### config.mk
export PLATFORM = sky130hd
export DESIGN_NAME = bwg_combine
export DESIGN_NICKNAME = d
export VERILOG_FILES = /design/src/hw/rtl/bwg_pkg.sv /design/src/hw/rtl/bwg_combine.sv
export SDC_FILE = /design/constraint.sdc
export NUM_CORES = 2
export LEC_CHECK = 0
export ABC_CLOCK_PERIOD_IN_PS = 9530
export BUFFER_PORTS_ARGS = -buffer_cell sky130_fd_sc_hd__buf_2
export CORE_MARGIN = 5
export CORE_UTILIZATION = 35
export CTS_BUF_LIST = sky130_fd_sc_hd__clkbuf_4
export DETAILED_ROUTE_END_ITERATION = 8
export HOLD_SLACK_MARGIN = 0.02
export MAX_ROUTING_LAYER = met4
export PLACE_DENSITY = 0.51
export SYNTH_ARGS = -nofsm -noshare
export SYNTH_HDL_FRONTEND = slang
export SYNTH_SLANG_ARGS = --single-unit
### constraint.sdc
create_clock -name clock -period 9.53 [get_ports clock]
set_clock_uncertainty 0.2 [all_clocks]
set_input_delay 1.906 -clock clock [delete_from_list [all_inputs] [get_ports clock]]
set_output_delay 1.906 -clock clock [all_outputs]
set_load 0.01 [all_outputs]
### src/hw/rtl/bwg_pkg.sv
`default_nettype none
package bwg_pkg;

   // Fixed-point format of positions, registers, distances and gradients
   localparam int FRAC_BITS = 16;

   // Spline breakpoints in FRAC_BITS fraction
   localparam logic [17:0] HALF          = 18'd32768;
   localparam logic [17:0] THREE_HALF    = 18'd98304;
   localparam logic [17:0] LIM           = 18'd131072;
   localparam logic [15:0] THREE_QUARTER = 16'd49152;

   // Register indexes on the configuration port
   localparam logic CSR_CELL_SIZE     = 1'b0;
   localparam logic CSR_INV_CELL_SIZE = 1'b1;

   localparam logic [31:0] REG_RESET = 32'd65536;

   // Saturation limits of the gradient outputs
   localparam logic [32:0] POS_MAX = 33'h0_7FFF_FFFF;
   localparam logic [32:0] NEG_MAX = 33'h0_8000_0000;

   typedef struct packed {
      logic [9:0]         node_i;
      logic [9:0]         node_j;
      logic signed [31:0] pos_x;
      logic signed [31:0] pos_y;
   } bwg_req_type;

   typedef struct packed {
      logic [15:0]        weight;
      logic signed [31:0] grad_x;
      logic signed [31:0] grad_y;
   } bwg_rsp_type;

   // Per-axis spline result: weight, slope magnitude, slope sign
   typedef struct packed {
      logic [15:0] w;
      logic [16:0] sm;
      logic        sneg;
   } bwg_axis_type;

endpackage
`default_nettype wire

### src/hw/rtl/bwg_combine.sv
`default_nettype none
module bwg_combine
   import bwg_pkg::*;
(
   input  wire logic         clock,
   input  wire logic         reset,
   input  wire logic         in_valid,
   input  wire bwg_axis_type ax,
   input  wire bwg_axis_type ay,
   input  wire logic [31:0]  inv_cell_size,
   output logic              out_valid,
   output bwg_rsp_type       out_data
);

   logic [2:0] valid_ff;

   // Stage G: cross products
   logic [31:0] wp_in;
   logic [32:0] gx_in;
   logic [32:0] gy_in;
   logic [15:0] weight_g_ff;
   logic [16:0] gx_ff;
   logic [16:0] gy_ff;
   logic        snx_g_ff;
   logic        sny_g_ff;

   // Stage H: scale by reciprocal
   logic [48:0] mx_in;
   logic [48:0] my_in;
   logic [32:0] mx_ff;
   logic [32:0] my_ff;
   logic [15:0] weight_h_ff;
   logic        snx_h_ff;
   logic        sny_h_ff;

   // Stage I: saturate and present
   bwg_rsp_type rsp_in;
   bwg_rsp_type rsp_ff;

   function automatic logic [31:0] sat(input logic [32:0] m, input logic sneg);
      logic [32:0] c;
      if (sneg) begin
         c = (m > NEG_MAX) ? NEG_MAX : m;
         sat = 32'(33'd0 - c);
      end else begin
         c = (m > POS_MAX) ? POS_MAX : m;
         sat = c[31:0];
      end
   endfunction

   always_ff @(posedge clock) begin
      if (reset) begin
         valid_ff <= '0;
      end else begin
         valid_ff <= {valid_ff[1:0], in_valid};
      end
   end

   assign wp_in = 32'(ax.w) * 32'(ay.w);
   assign gx_in = 33'(ax.sm) * 33'(ay.w);
   assign gy_in = 33'(ay.sm) * 33'(ax.w);

   always_ff @(posedge clock) begin
      weight_g_ff <= wp_in[31:16];
      gx_ff       <= gx_in[32:FRAC_BITS];
      gy_ff       <= gy_in[32:FRAC_BITS];
      snx_g_ff    <= ax.sneg;
      sny_g_ff    <= ay.sneg;
   end

   assign mx_in = 49'(gx_ff) * 49'(inv_cell_size);
   assign my_in = 49'(gy_ff) * 49'(inv_cell_size);

   always_ff @(posedge clock) begin
      mx_ff       <= mx_in[48:FRAC_BITS];
      my_ff       <= my_in[48:FRAC_BITS];
      weight_h_ff <= weight_g_ff;
      snx_h_ff    <= snx_g_ff;
      sny_h_ff    <= sny_g_ff;
   end

   always_comb begin
      rsp_in.weight = weight_h_ff;
      rsp_in.grad_x = sat(mx_ff, snx_h_ff);
      rsp_in.grad_y = sat(my_ff, sny_h_ff);
   end

   always_ff @(posedge clock) begin
      rsp_ff <= rsp_in;
   end

   assign out_valid = valid_ff[2];
   assign out_data  = rsp_ff;

endmodule
`default_nettype wire
Word-level counts from Yosys, hierarchy flattened

Index checks and enable logic that the tools add are counted.

Logic and storage cells: 31
Output and inout port bits: 81
Register bits: 219

Multiply operators: 5
Mux-type cells: 6
Order comparisons: 4
$add $sub $neg: 2

Operator list:

| operator                | number |
|---|---|
| $mux W32                | 6 |
| $mul A17 B32 Y49        | 2 |
| $gt A33 B31 Y1 const B  | 2 |
| $gt A33 B32 Y1 const B  | 2 |
| $mul A17 B16 Y33        | 2 |
| $sub A1 B32 Y32 const A | 2 |
| $mul A16 B16 Y32        | 1 |

Longest topological paths before layout

Depth in word-level cells: 4
Depth in mapped cells: 25

Least setup slack after synthesis

OpenSTA, ideal clock, no wires.

Path type: input to register
Start point: in ax[19] (netlist bit)
End point: reg gy_ff[16]
Path slack: 1390 ps
Data required time: 9258 ps
Buffers on the path: 1
Data arrival time: 7868 ps
Stages on the path: 22
Cell sequence: clkbuf_1 nand2_1 fa_1 inv_1 fa_1 fa_1 inv_1 fa_1 inv_1 fa_1 fa_1 ha_1 a211o_1 a21oi_1 a221o_1 a32oi_1 nor3b_1 o221a_2 o41ai_1 o21ai_0 o41ai_1 xnor2_1

Word-level cells in the longest chain between the ends: 1

Ends and longest elaborated chain:

| element                | line              | source |
|---|---|---|
| start: declaration     | bwg_combine.sv:8  | `input wire bwg_axis_type ax,` |
| $mul A17 B16 Y33       | bwg_combine.sv:61 | `assign gy_in = 33'(ay.sm) * 33'(ax.w);` |
| net gy_in[32]          | bwg_combine.sv:20 | `logic [32:0] gy_in;` |
| end signal: assignment | bwg_combine.sv:66 | `gy_ff <= gy_in[32:FRAC_BITS];` |
| end: declaration       | bwg_combine.sv:23 | `logic [16:0] gy_ff;` |

The timed path passes the listed nets, and every way through them passes these cells.
A chain may end at the register's enable or synchronous reset.

Final worst setup path

Start point: in inv_cell_size[14]
End point: reg my_ff[29]

Word-level cells in the longest chain between the ends: 1

Ends and longest elaborated chain:

| element                | line              | source |
|---|---|---|
| start: declaration     | bwg_combine.sv:10 | `input wire logic [31:0] inv_cell_size,` |
| $mul A17 B32 Y49       | bwg_combine.sv:72 | `assign my_in = 49'(gy_ff) * 49'(inv_cell_size);` |
| net my_in[45]          | bwg_combine.sv:29 | `logic [48:0] my_in;` |
| end signal: assignment | bwg_combine.sv:76 | `my_ff <= my_in[48:FRAC_BITS];` |
| end: declaration       | bwg_combine.sv:31 | `logic [32:0] my_ff;` |

The timed path passes the listed nets, and every way through them passes these cells.

==> flow_summary_export.csv <==
group,metric,value,unit
run_status,status,"finished clean",
detailed_routing,ant_nets,0,
global_routing,grt_pass1_vias,52770,
die,start_util,35.21,%
synth,synth_nets,9495,
clock_tree,postCtsSetupRepairBufs,0,
synth,synthDistinctLibCells,69,
worst_setup_path,timing.rr.end,"my_ff[29]",
placed_design,place_hpwl,140.1,mm
global_routing,use_met1,23.67,%
timing,grt_setup_unrepaired,"false",
timing,setup-violations-final,0,
clock_tree,clock_latency,0.90,ns
synth,synth_ff_type,"dfxtp_1",
hold_path,worstHoldStart,"weight_h_ff[4]",
synth,synth-compound-area-share,4.942,%
worst_setup_path,start_kind,"primary input",
timing,max_freq,122.1,MHz
detailed_routing,drtPass1Iterations,6,
clock_tree,cts_buffer_depth,3,
worst_setup_path,cp.arrival,8.75,ns
hold_path,whs_path_depth,0,
timing,hold_viol_final,0,
clock_tree,tritoncts,"done",
detailed_routing,drc,0,
clock_tree,cts_made_buffers,60,
worst_setup_path,r2r_cells,20,
worst_setup_path,path_max_fanout,29,
placed_design,place.gp.congestion,0.8595,
synth,synthXorXnorAreaFrac,1.629,%
synth,synth_top_family_by_area,"adder cells",
worst_setup_path,reg2reg_slack,1.86,ns
die,fp-row-count,157,
clock_tree,cts_sinks,219,
synth,ys_seq_area_share,6.794,%
worst_setup_path,critPathKind,"in -> reg",
worst_setup_path,crit_required,10.09,ns
synth,synth_cells,7342,
clock_tree,htree_levels,2,
die,dieArea,193100,sq um
job,maxCapViolCount,0,
timing,worstMarginPinSlew,1.139,ns
die,fp.coreArea,183300,sq um
synth,avgSynthCellArea,8.789,sq um
synth,async_flop_share,0,%
clock_tree,ctsResizeCount,0,
clock_tree,hold_buffers,0,
placed_design,io_buffers,183,
synth,netlist_top_cells_count,"inv_1 (1784), fa_1 (1501), nand2_1 (1276)",
timing,slew-limit-headroom,24.09,%
synth,synth.area.mux_share,0.01551,%
worst_setup_path,r2r-start,"gy_ff[3]",
global_routing,grt_max_degree,40,
die,die_x,439.4,um
timing,whs,0.1213,ns
global_routing,grt_overflow,0,
detailed_routing,wirelength,176.9,mm
synth,yosys.area_share.simple,16.94,%
detailed_routing,wire_per_inst,17.91,um
layout,drive_above_1_share,5.726,%
timing,fin_crit,8.190,ns
detailed_routing,routed_via_density,4.815,
global_routing,track_usage,19.41,%
clock_tree,clk_pin_slew,0.07,ns
global_routing,antenna_found_initial,24,
detailed_routing,drt_iter0_markers,2418,
die,chipHeight,439.4,um
synth,synth_fa_ha_area_share,57.21,%
worst_setup_path,end_kind,"flip-flop",
synth,synth_enable_flop_cells,0,
clock_tree,cts_root_buf,"clkbuf_4",
layout,fin_nets,9503,
hold_path,hold_class,"reg -> reg",
synth,yosysMostFrequentCell,"inv_1",
layout,fill_cells,18950,
synth,synth.largest_area_cell,"fa_1",
die,ios,184,
layout,syn2layout_area_growth,6.802,%
timing,tns,0,ns
global_routing,grt-busiest-layer,"met2",
synth,synthesis.area,64530,sq um
global_routing,use_met3,2.442,%
synth,ys_ff_latch,219,
global_routing,globalRouteMet2Util,33.49,%
detailed_routing,vias,47550,
synth,synth_area_leaders,"fa_1 (47%), ha_1 (11%), inv_1 (10%)",
global_routing,grt_pass1_wl,288.7,mm
timing,final_max_slew_viol_count,0,
hold_path,hold_end,"out_data[68]",
timing,fin_crit_sh,85.94,%
synth,synth.top_cell.area_share,46.57,%
synth,yosysWarnings,0,
## area by class of cell
cell class              count  area (sq um)  share of cell area, %
multi-input cells        4981         52110                  75.61
well taps                2464          3083                  4.473
repair buffers            304          1874                  2.720
clock buffers              82         615.6                 0.8932
flip-flops and latches    219          4390                  6.371
inverters                1784          6696                  9.716
clock inverters            18         95.09                 0.1380
diodes                     23         57.56                0.08351
## routing by layer
metal | part of all wire (%) | up-vias | wire length (um)
met2 | 50 | 1169 | 89250
li1 | - | 21530 | -
met1 | 41 | 24520 | 73260
met4 | 3.6 | 0 | 6322
met3 | 4.6 | 335 | 8059
met5 | 0 | - | 0
## kinds of logic (layout without fill, tap and decap cells)
group | Yosys count | after routing
multiplexers | 1 | 1
other | 0 | 23
adder cells (fa/ha/maj) | 2050 | 2050
AND/OR/NAND/NOR | 2309 | 2309
buffers and inverters | 2142 | 2188
flip-flops | 219 | 219
XOR/XNOR | 120 | 120
AO/OA/AOI/OAI | 501 | 501
## layout by cell type (no fill, tap or decap), types with 15 or more instances in the layout
cell type and instances:
nor2b_1 22, o311ai_0 16, nor4_1 15, diode_2 23
a21o_1 56, fa_1 1501, nand3_1 35, inv_1 1784
or3_1 22, nand2b_1 15, xor2_1 37, nand2_1 1276
a21oi_1 160, o21a_1 26, clkbuf_4 82, xnor2_1 83
dfxtp_1 214, buf_4 117, ha_1 549, nand4_1 21
nor2_1 111, buf_2 183, a31oi_1 21, o21ai_0 102
and2_1 699, nor3_1 39
## flip-flops by register name, summed over array words and instances, names as in the netlist
signal and cells:
mx_ff 33, weight_g_ff 16, weight_h_ff 16, out_data 80, gy_ff 17, sny_g_ff 1, snx_g_ff 1, gx_ff 17
snx_h_ff 1, my_ff 33, sny_h_ff 1, valid_ff 3
## stage by stage
step	utilization, %	cell area, sq um	setup slack [ns]	instances
2_1_floorplan	-	64530	1.390	7342
3_3_place_gp	37.18	68150	0.5206	9752
3_5_place_dp	37.18	68150	0.4443	9752
4_1_cts	37.57	68860	1.518	9852
5_1_grt	37.60	68910	0.9798	9871
6_report	37.60	68920	1.340	9875
## worst max path at each step
stage / start / to / cells past startpoint
2_1_floorplan: ax[19] / gy_ff[16] / 22
6_report: inv_cell_size[14] / my_ff[29] / 22
3_3_place_gp: inv_cell_size[10] / mx_ff[27] / 23
4_1_cts: ax[26] / gy_ff[16] / 23
3_5_place_dp: ax[26] / gy_ff[16] / 23
5_1_grt: inv_cell_size[10] / my_ff[29] / 21
## critical path, stage by stage
cell      delay [ns]
buf_2           0.65
nand2_1         0.17
fa_1            0.53
fa_1            0.49
fa_1            0.56
inv_1           0.06
fa_1            0.49
fa_1            0.49
inv_1           0.05
fa_1            0.47
inv_1           0.04
ha_1            0.35
nand3_1         0.14
nor2_1          0.16
nand3_1         0.16
nor4_1          0.54
o211ai_1        0.39
o21ai_0         0.31
nor2_1          0.13
o31ai_1         0.36
a21oi_1         0.14
xnor2_1         0.14
Power is not shown: default switching activity piles up to over one toggle a cycle in this logic, so the estimate is an artifact.
