### config.mk
export PLATFORM = sky130hd
export DESIGN_NAME = bwg_axis
export DESIGN_NICKNAME = d
export VERILOG_FILES = /design/src/hw/rtl/bwg_pkg.sv /design/src/hw/rtl/bwg_axis.sv
export SDC_FILE = /design/constraint.sdc
export NUM_CORES = 2
export LEC_CHECK = 0
export ABC_AREA = 1
export CORE_MARGIN = 3
export CORE_UTILIZATION = 60
export DETAILED_ROUTE_END_ITERATION = 7
export DONT_BUFFER_PORTS = 1
export PLACE_DENSITY_LB_ADDON = 0.1
export SLEW_MARGIN = 30
export SYNTH_ARGS = -nofsm -noshare
export SYNTH_HDL_FRONTEND = slang
export SYNTH_SLANG_ARGS = --single-unit
### constraint.sdc
create_clock -name clock -period 9.6 [get_ports clock]
set_input_delay 2.4 -clock clock [delete_from_list [all_inputs] [get_ports clock]]
set_output_delay 2.4 -clock clock [all_outputs]
set_load 0.1 [all_outputs]
### src/hw/rtl/bwg_pkg.sv
`default_nettype none
package bwg_pkg;

   // Fixed-point format of positions, registers, distances and gradients
   localparam int FRAC_BITS = 16;

   // Spline breakpoints in FRAC_BITS fraction
   localparam logic [17:0] HALF          = 18'd32768;
   localparam logic [17:0] THREE_HALF    = 18'd98304;
   localparam logic [17:0] LIM           = 18'd131072;
   localparam logic [15:0] THREE_QUARTER = 16'd49152;

   // Register indexes on the configuration port
   localparam logic CSR_CELL_SIZE     = 1'b0;
   localparam logic CSR_INV_CELL_SIZE = 1'b1;

   localparam logic [31:0] REG_RESET = 32'd65536;

   // Saturation limits of the gradient outputs
   localparam logic [32:0] POS_MAX = 33'h0_7FFF_FFFF;
   localparam logic [32:0] NEG_MAX = 33'h0_8000_0000;

   typedef struct packed {
      logic [9:0]         node_i;
      logic [9:0]         node_j;
      logic signed [31:0] pos_x;
      logic signed [31:0] pos_y;
   } bwg_req_type;

   typedef struct packed {
      logic [15:0]        weight;
      logic signed [31:0] grad_x;
      logic signed [31:0] grad_y;
   } bwg_rsp_type;

   // Per-axis spline result: weight, slope magnitude, slope sign
   typedef struct packed {
      logic [15:0] w;
      logic [16:0] sm;
      logic        sneg;
   } bwg_axis_type;

endpackage
`default_nettype wire

### src/hw/rtl/bwg_axis.sv
`default_nettype none
module bwg_axis
   import bwg_pkg::*;
(
   input  wire logic               clock,
   input  wire logic               reset,
   input  wire logic               in_valid,
   input  wire logic [9:0]         node,
   input  wire logic signed [31:0] pos,
   input  wire logic [31:0]        cell_size,
   input  wire logic [31:0]        inv_cell_size,
   output logic                    out_valid,
   output bwg_axis_type            out_data
);

   logic [5:0] valid_ff;

   // Stage A: node offset
   logic [41:0]        prod_ff;
   logic signed [31:0] pos_ff;

   // Stage B: distance magnitude
   logic [43:0] diff;
   logic [43:0] mag_in;
   logic [10:0] hi_ff;
   logic [31:0] lo_ff;
   logic        neg_b_ff;

   // Stage C: scale by reciprocal
   logic [42:0] t_in;
   logic [63:0] plo_in;
   logic [42:0] t_ff;
   logic [47:0] plo_ff;
   logic        neg_c_ff;

   // Stage D: clamp
   logic [17:0] a_in;
   logic [17:0] a_ff;
   logic        neg_d_ff;

   // Stage E: square
   logic        zero_in;
   logic        inner_in;
   logic [17:0] e;
   logic [16:0] x_in;
   logic [33:0] sq_ff;
   logic [16:0] x_ff;
   logic        zero_ff;
   logic        inner_ff;
   logic        neg_e_ff;

   // Stage F: weight and slope
   bwg_axis_type res_in;
   bwg_axis_type res_ff;

   // Advance valid bits with the data
   always_ff @(posedge clock) begin
      if (reset) begin
         valid_ff <= '0;
      end else begin
         valid_ff <= {valid_ff[4:0], in_valid};
      end
   end

   always_ff @(posedge clock) begin
      prod_ff <= 42'(node) * 42'(cell_size);
      pos_ff  <= pos;
   end

   // Signed distance, then magnitude split into high and low words
   assign diff   = {{12{pos_ff[31]}}, pos_ff} - {2'b00, prod_ff};
   assign mag_in = diff[43] ? (~diff + 44'd1) : diff;

   always_ff @(posedge clock) begin
      hi_ff    <= mag_in[42:32];
      lo_ff    <= mag_in[31:0];
      neg_b_ff <= diff[43];
   end

   assign t_in   = 43'(hi_ff) * 43'(inv_cell_size);
   assign plo_in = 64'(lo_ff) * 64'(inv_cell_size);

   always_ff @(posedge clock) begin
      t_ff     <= t_in;
      plo_ff   <= plo_in[63:FRAC_BITS];
      neg_c_ff <= neg_b_ff;
   end

   // Clamp normalized distance to 2.0
   always_comb begin
      logic [48:0] full;
      full = {31'd0, t_ff[1:0], 16'd0} + {1'b0, plo_ff};
      if (t_ff > 43'd2 || full > {31'd0, LIM}) begin
         a_in = LIM;
      end else begin
         a_in = full[17:0];
      end
   end

   always_ff @(posedge clock) begin
      a_ff     <= a_in;
      neg_d_ff <= neg_c_ff;
   end

   // Pick the square operand by spline region
   assign zero_in  = a_ff >= THREE_HALF;
   assign inner_in = a_ff < HALF;
   assign e        = THREE_HALF - a_ff;
   assign x_in     = inner_in ? a_ff[16:0] : e[16:0];

   always_ff @(posedge clock) begin
      sq_ff    <= 34'(x_in) * 34'(x_in);
      x_ff     <= x_in;
      zero_ff  <= zero_in;
      inner_ff <= inner_in;
      neg_e_ff <= neg_d_ff;
   end

   // Weight and slope per region
   always_comb begin
      if (zero_ff) begin
         res_in.w  = '0;
         res_in.sm = '0;
      end else if (inner_ff) begin
         res_in.w  = THREE_QUARTER - sq_ff[31:16];
         res_in.sm = {x_ff[15:0], 1'b0};
      end else begin
         res_in.w  = sq_ff[32:17];
         res_in.sm = x_ff;
      end
      res_in.sneg = !neg_e_ff && (res_in.sm != 17'd0);
   end

   always_ff @(posedge clock) begin
      res_ff <= res_in;
   end

   assign out_valid = valid_ff[5];
   assign out_data  = res_ff;

endmodule
`default_nettype wire

After elaboration in Yosys (flattened, before gate mapping) --
Index checks and enable logic that the tools add are counted.
Cells by class: add/sub/neg operators 5, $mul 4, magnitude comparators 4, mux-type cells 4, bitwise operators 1, reduce and logical (&&, ||, !) cells 4
Operator list (count):
- multiplier 32 x 32 -> 64 bit | 1
- adder 18 x 48 -> 49 bit | 1
- > comparator 49 x 18 -> 1 bit, second input constant | 1
- subtractor 32 x 43 -> 44 bit | 1
- adder 43 x 1 -> 43 bit, second input constant | 1
- > comparator 43 x 2 -> 1 bit, second input constant | 1
- multiplier 11 x 32 -> 43 bit | 1
- two-way mux 43 bit | 1
- inverter 43 bit | 1
- multiplier 10 x 32 -> 42 bit | 1
- two-way mux 17 bit | 2
- multiplier 17 x 17 -> 33 bit | 1
- two-way mux 33 bit | 1
- >= comparator 18 x 17 -> 1 bit, second input constant | 1
- less-than comparator 18 x 16 -> 1 bit, second input constant | 1
- nonzero test 17 bit | 1
- subtractor 17 bit, first input constant | 1
- subtractor 16 bit, first input constant | 1
- logical AND 1 bit | 1
- logical NOT 1 bit | 1
- logical OR 1 bit | 1
Storage, ports and cells: bits in registers 322, bits of input ports 109, output and inout port bits 35, logic and storage cells 41

Depth between registers and ports, before layout --
word-level depth 5, depth in mapped cells 36, gate-level depth less buffers 35

Worst setup path before layout --
OpenSTA, ideal clock, no wires.
kind in2reg, from input port inv_cell_size[6], to register plo_ff[36], library setup time 0.127 ns, arrival 8.658 ns, data required time 9.473 ns, setup slack 0.815 ns, stages on the path 28, path through clkbuf_1 -> clkbuf_1 -> nand2_1 -> inv_1 -> fa_1 -> fa_1 -> fa_1 -> inv_1 -> fa_1 -> inv_1 -> fa_1 -> fa_1 -> fa_1 -> inv_1 -> fa_1 -> inv_1 -> ha_1 -> a21oi_1 -> inv_1 -> a31oi_1 -> o21ai_0 -> a21oi_1 -> nand2_1 -> a21oi_1 -> inv_1 -> a21oi_1 -> o21ai_0 -> xor2_1
On the way: cells in the longest elaborated chain, start to end 1
RTL lines:
- start: declaration | line bwg_axis.sv:11 | input wire logic [31:0] inv_cell_size,
- multiplier 32 x 32 -> 64 bit | line bwg_axis.sv:81 | assign plo_in = 64'(lo_ff) * 64'(inv_cell_size);
- via plo_in[52] | line bwg_axis.sv:31 | logic [63:0] plo_in;
- end signal: assignment | line bwg_axis.sv:85 | plo_ff <= plo_in[63:FRAC_BITS];
- end: declaration | line bwg_axis.sv:33 | logic [47:0] plo_ff;
The timed path passes the listed nets, and every way through them passes these cells. A chain may end at the register's enable or synchronous reset.

Final worst setup path --
from input port inv_cell_size[2], to register plo_ff[40]
Same word-level chain as after synthesis.

==> reports/qor.txt <==
Run status = complete, no violations
IO Count = 144
Placed Area = 78000 um2
Syn Area/Cell = 7.64 um2
Crit path max fanout = 43
Total track usage = 33.9%
Main flop type after synthesis = dfxtp_1
Hold Crit Class = flip-flop to flip-flop
Hold path depth = 0
Share of cells above drive strength 1 = 2.37%
Hold Fails Final Rpt = 0
CP Cell Sequence = nand2_1, inv_1, fa_1, inv_1, fa_1, fa_1, fa_1, inv_1, fa_1, fa_1, fa_1, fa_1, ha_1, nand2_1, nor2_1, inv_1, nor4_1, nand3_1, nand3_1, nand2_1, nand2_1, xor2_1
EDFF count, synth = 0
Worst Clk Skew = 0.0405 ns
Post-DR vias/cell = 5.39
Vias = 61800
TritonCTS Buffers = 36
Vias in the first global route = 64900
Reg-to-reg startpoint = a_ff[0]
Placed cells = 11400
Fraction of registers with async set/reset = 0%
Post-synthesis register bit count = 306
Port Buffers = 0
Critical-path top delay cell = fa_1
Critical Path RT = 10.03 ns
Post-synthesis sequential area ratio = 7.97%
CP max stage delay = 0.59 ns
GPL Wtd Cong = 0.976
CTS root buf = clkbuf_16
Reg-to-reg endpoint = sq_ff[29]
Post-route ant nets = 0
Hold Path Origin = neg_b_ff
Post-Syn Nets = 12300
DRT iter0 DRCs = 4753
Synth unique cells = 57
CTS Hold Bufs = 0
Synth Warn # = 0
Max Cap Viol = 0
CP startpoint = inv_cell_size[2]
Fill cells = 11500
Setup TNS = 0 ns
Max Root-Sink Buffers = 3
GR Overflow Total = 0
Maximum number of pins on one net before global-route repair = 44
Clock Sinks = 306
Post-route clock period utilization = 88.5%
Post-route cell area = 79200 um2
Post-DP HPWL = 175 mm
Post-Syn Instances = 10100
# rows = 130
R2R cell count = 32
Kind of critical path = input pin to flip-flop
WP data arrival = 8.93 ns
Initial antenna violation count = 14
Initial DRT Pass Iterations = 6
Syn Std Cell Area = 76900 um2
CP Capture Type = flip-flop
Hold Path End = neg_c_ff
Skew-Pair Late Insertion Delay = 0.57 ns
Crit start category = input pin
Flop2flop setup slack = 1.54 ns
Slew @ Worst Pin = 1.07 ns
Initial core utilization = 60.8%
Chip Width = 364 um
Die H = 364 um
Core ar. = 126000 um2
Layout Cells excl Fill = 11500
Overall die area = 132000 um2
Slew headroom = 28.6%
Post-CTS Setup Inserts = 0
Nets = 12000
Avg WL per Cell = 18.9 um
H-tree depth = 2
Dpl ws = 0.596 ns
RSZ-0062 raised after global routing = no
CTS resizes = 0
Final Setup Violations = 0
First-pass GRT wire length = 352 mm
DRC violations left = 0
Crit path top cell by count = fa_1
Fin. max-slew vios = 0
Final WS setup = 1.11 ns
Fmax = 118 MHz
Routed wire length = 217 mm
Clock transition at path regs = 0.05 ns
Final min period = 8.49 ns
Layout area overhead = 3.07%
CTS tree = yes
kinds of logic after synthesis:
| kind of cell | Yosys count | share of synthesized area [%] |
|---|---|---|
| compound gates | 635 | 4.70 |
| simple gates | 3467 | 18.1 |
| xor+xnor | 221 | 2.52 |
| flops | 306 | 7.97 |
| buf+inv | 3272 | 16.0 |
| fa+ha+maj | 2160 | 50.7 |
registers in the layout, indices dropped and copies added (netlist names):
name	count
neg_d_ff	1
plo_ff	48
a_ff	18
neg_b_ff	1
sq_ff	17
lo_ff	32
zero_ff	1
neg_e_ff	1
prod_ff	42
x_ff	17
hi_ff	11
inner_ff	1
valid_ff	6
neg_c_ff	1
pos_ff	32
out_data	34
t_ff	43
cells in the final DEF (no fill, tap or decap), types with 5 or more instances in the layout:
cell,instances
nand3_2,9
nand2_1,2581
and3_1,9
inv_1,2867
buf_4,59
o21ai_1,13
o221ai_1,7
xnor2_1,76
or2_2,5
o21bai_1,19
a21oi_1,270
nand3b_1,21
fa_1,1594
nand3_1,155
clkinv_1,5
a31oi_1,69
ha_1,566
nand4_1,57
a21boi_1,6
nor4_1,30
xor2_1,145
dfxtp_1,296
nor3_2,8
dfxtp_2,10
inv_2,17
nor2_4,5
o21a_1,23
diode_2,8
clkbuf_16,38
o211ai_1,11
o21ai_0,162
nor2_1,484
inv_8,5
a21o_1,23
nand2_2,22
nor2_2,23
o2111ai_1,7
nor3_1,50
final cells by class:
class | count | area, um2 | share of cell area (%)
antenna | 8 | 20.0 | 0.0253
clock buffer | 46 | 1020 | 1.29
clock inverter | 18 | 224 | 0.283
inverter | 2889 | 10800 | 13.7
multi-input combinational | 6483 | 58400 | 73.8
sequential | 306 | 6140 | 7.75
tap | 1650 | 2060 | 2.61
timing repair buffer | 61 | 483 | 0.609
synth_stat cells, types with 4 or more instances:
cell type  instances  area, um2
a21boi_1           6       45.0
a21o_1            23        173
a21oi_1          270       1350
a31oi_1           69        432
and2_1             4       25.0
and3_1             9       56.3
buf_1             15       56.3
buf_2              8       40.0
clkbuf_1         357       1340
clkinv_1           5       18.8
dfxtp_1          306       6130
fa_1            1594      31900
ha_1             566       7080
inv_1           2867      10800
inv_2             17       63.8
nand2_1         2581       9690
nand2_2           22        138
nand3_1          155        776
nand3_2            9       90.1
nand3b_1          21        158
nand4_1           57        357
nor2_1           484       1820
nor2_2            23        144
nor2_4             5       56.3
nor3_1            51        255
nor3_2             7       70.1
nor4_1            30        188
o2111ai_1          7       61.3
o211ai_1          11       82.6
o21a_1            23        173
o21ai_0          163        816
o21ai_1           12       60.1
o21ai_2            4       35.0
o21bai_1          19        143
o221ai_1           7       61.3
or2_2              5       31.3
xnor2_1           76        666
xor2_1           145       1270
metrics by stage:
stage	utilization, %	hold slack, ns
5_1_grt	62.7	0.330
2_1_floorplan	-	0.310
6_report	62.7	0.325
4_1_cts	62.7	0.325
3_5_place_dp	61.7	0.312
3_3_place_gp	61.7	0.311
worst max-delay path by stage:
stage	end	cells after the start
2_1_floorplan	plo_ff[36]	28
3_3_place_gp	plo_ff[31]	28
3_5_place_dp	plo_ff[44]	25
4_1_cts	plo_ff[44]	25
5_1_grt	plo_ff[44]	25
6_report	plo_ff[40]	22
worst max-delay path, delay by kind of cell:
family | cells | cell delay, ns
adder cells (fa/ha/maj) | 9 | 4.58
buffers and inverters | 4 | 0.26
XOR/XNOR | 1 | 0.26
AND/OR/NAND/NOR | 8 | 1.40
per-layer routing:
layer | GRT usage [%] | wire length, um | vias to the layer above
li1 | - | - | 28300
met1 | 46.1 | 90000 | 30700
met2 | 55.7 | 102000 | 2349
met3 | 4.61 | 15700 | 495
met4 | 12.5 | 9400 | 2
met5 | 0 | 13 | -
Power is left out: the tool's default activity adds up to more than one toggle a clock period on the data nets, which glitch-free logic cannot reach.
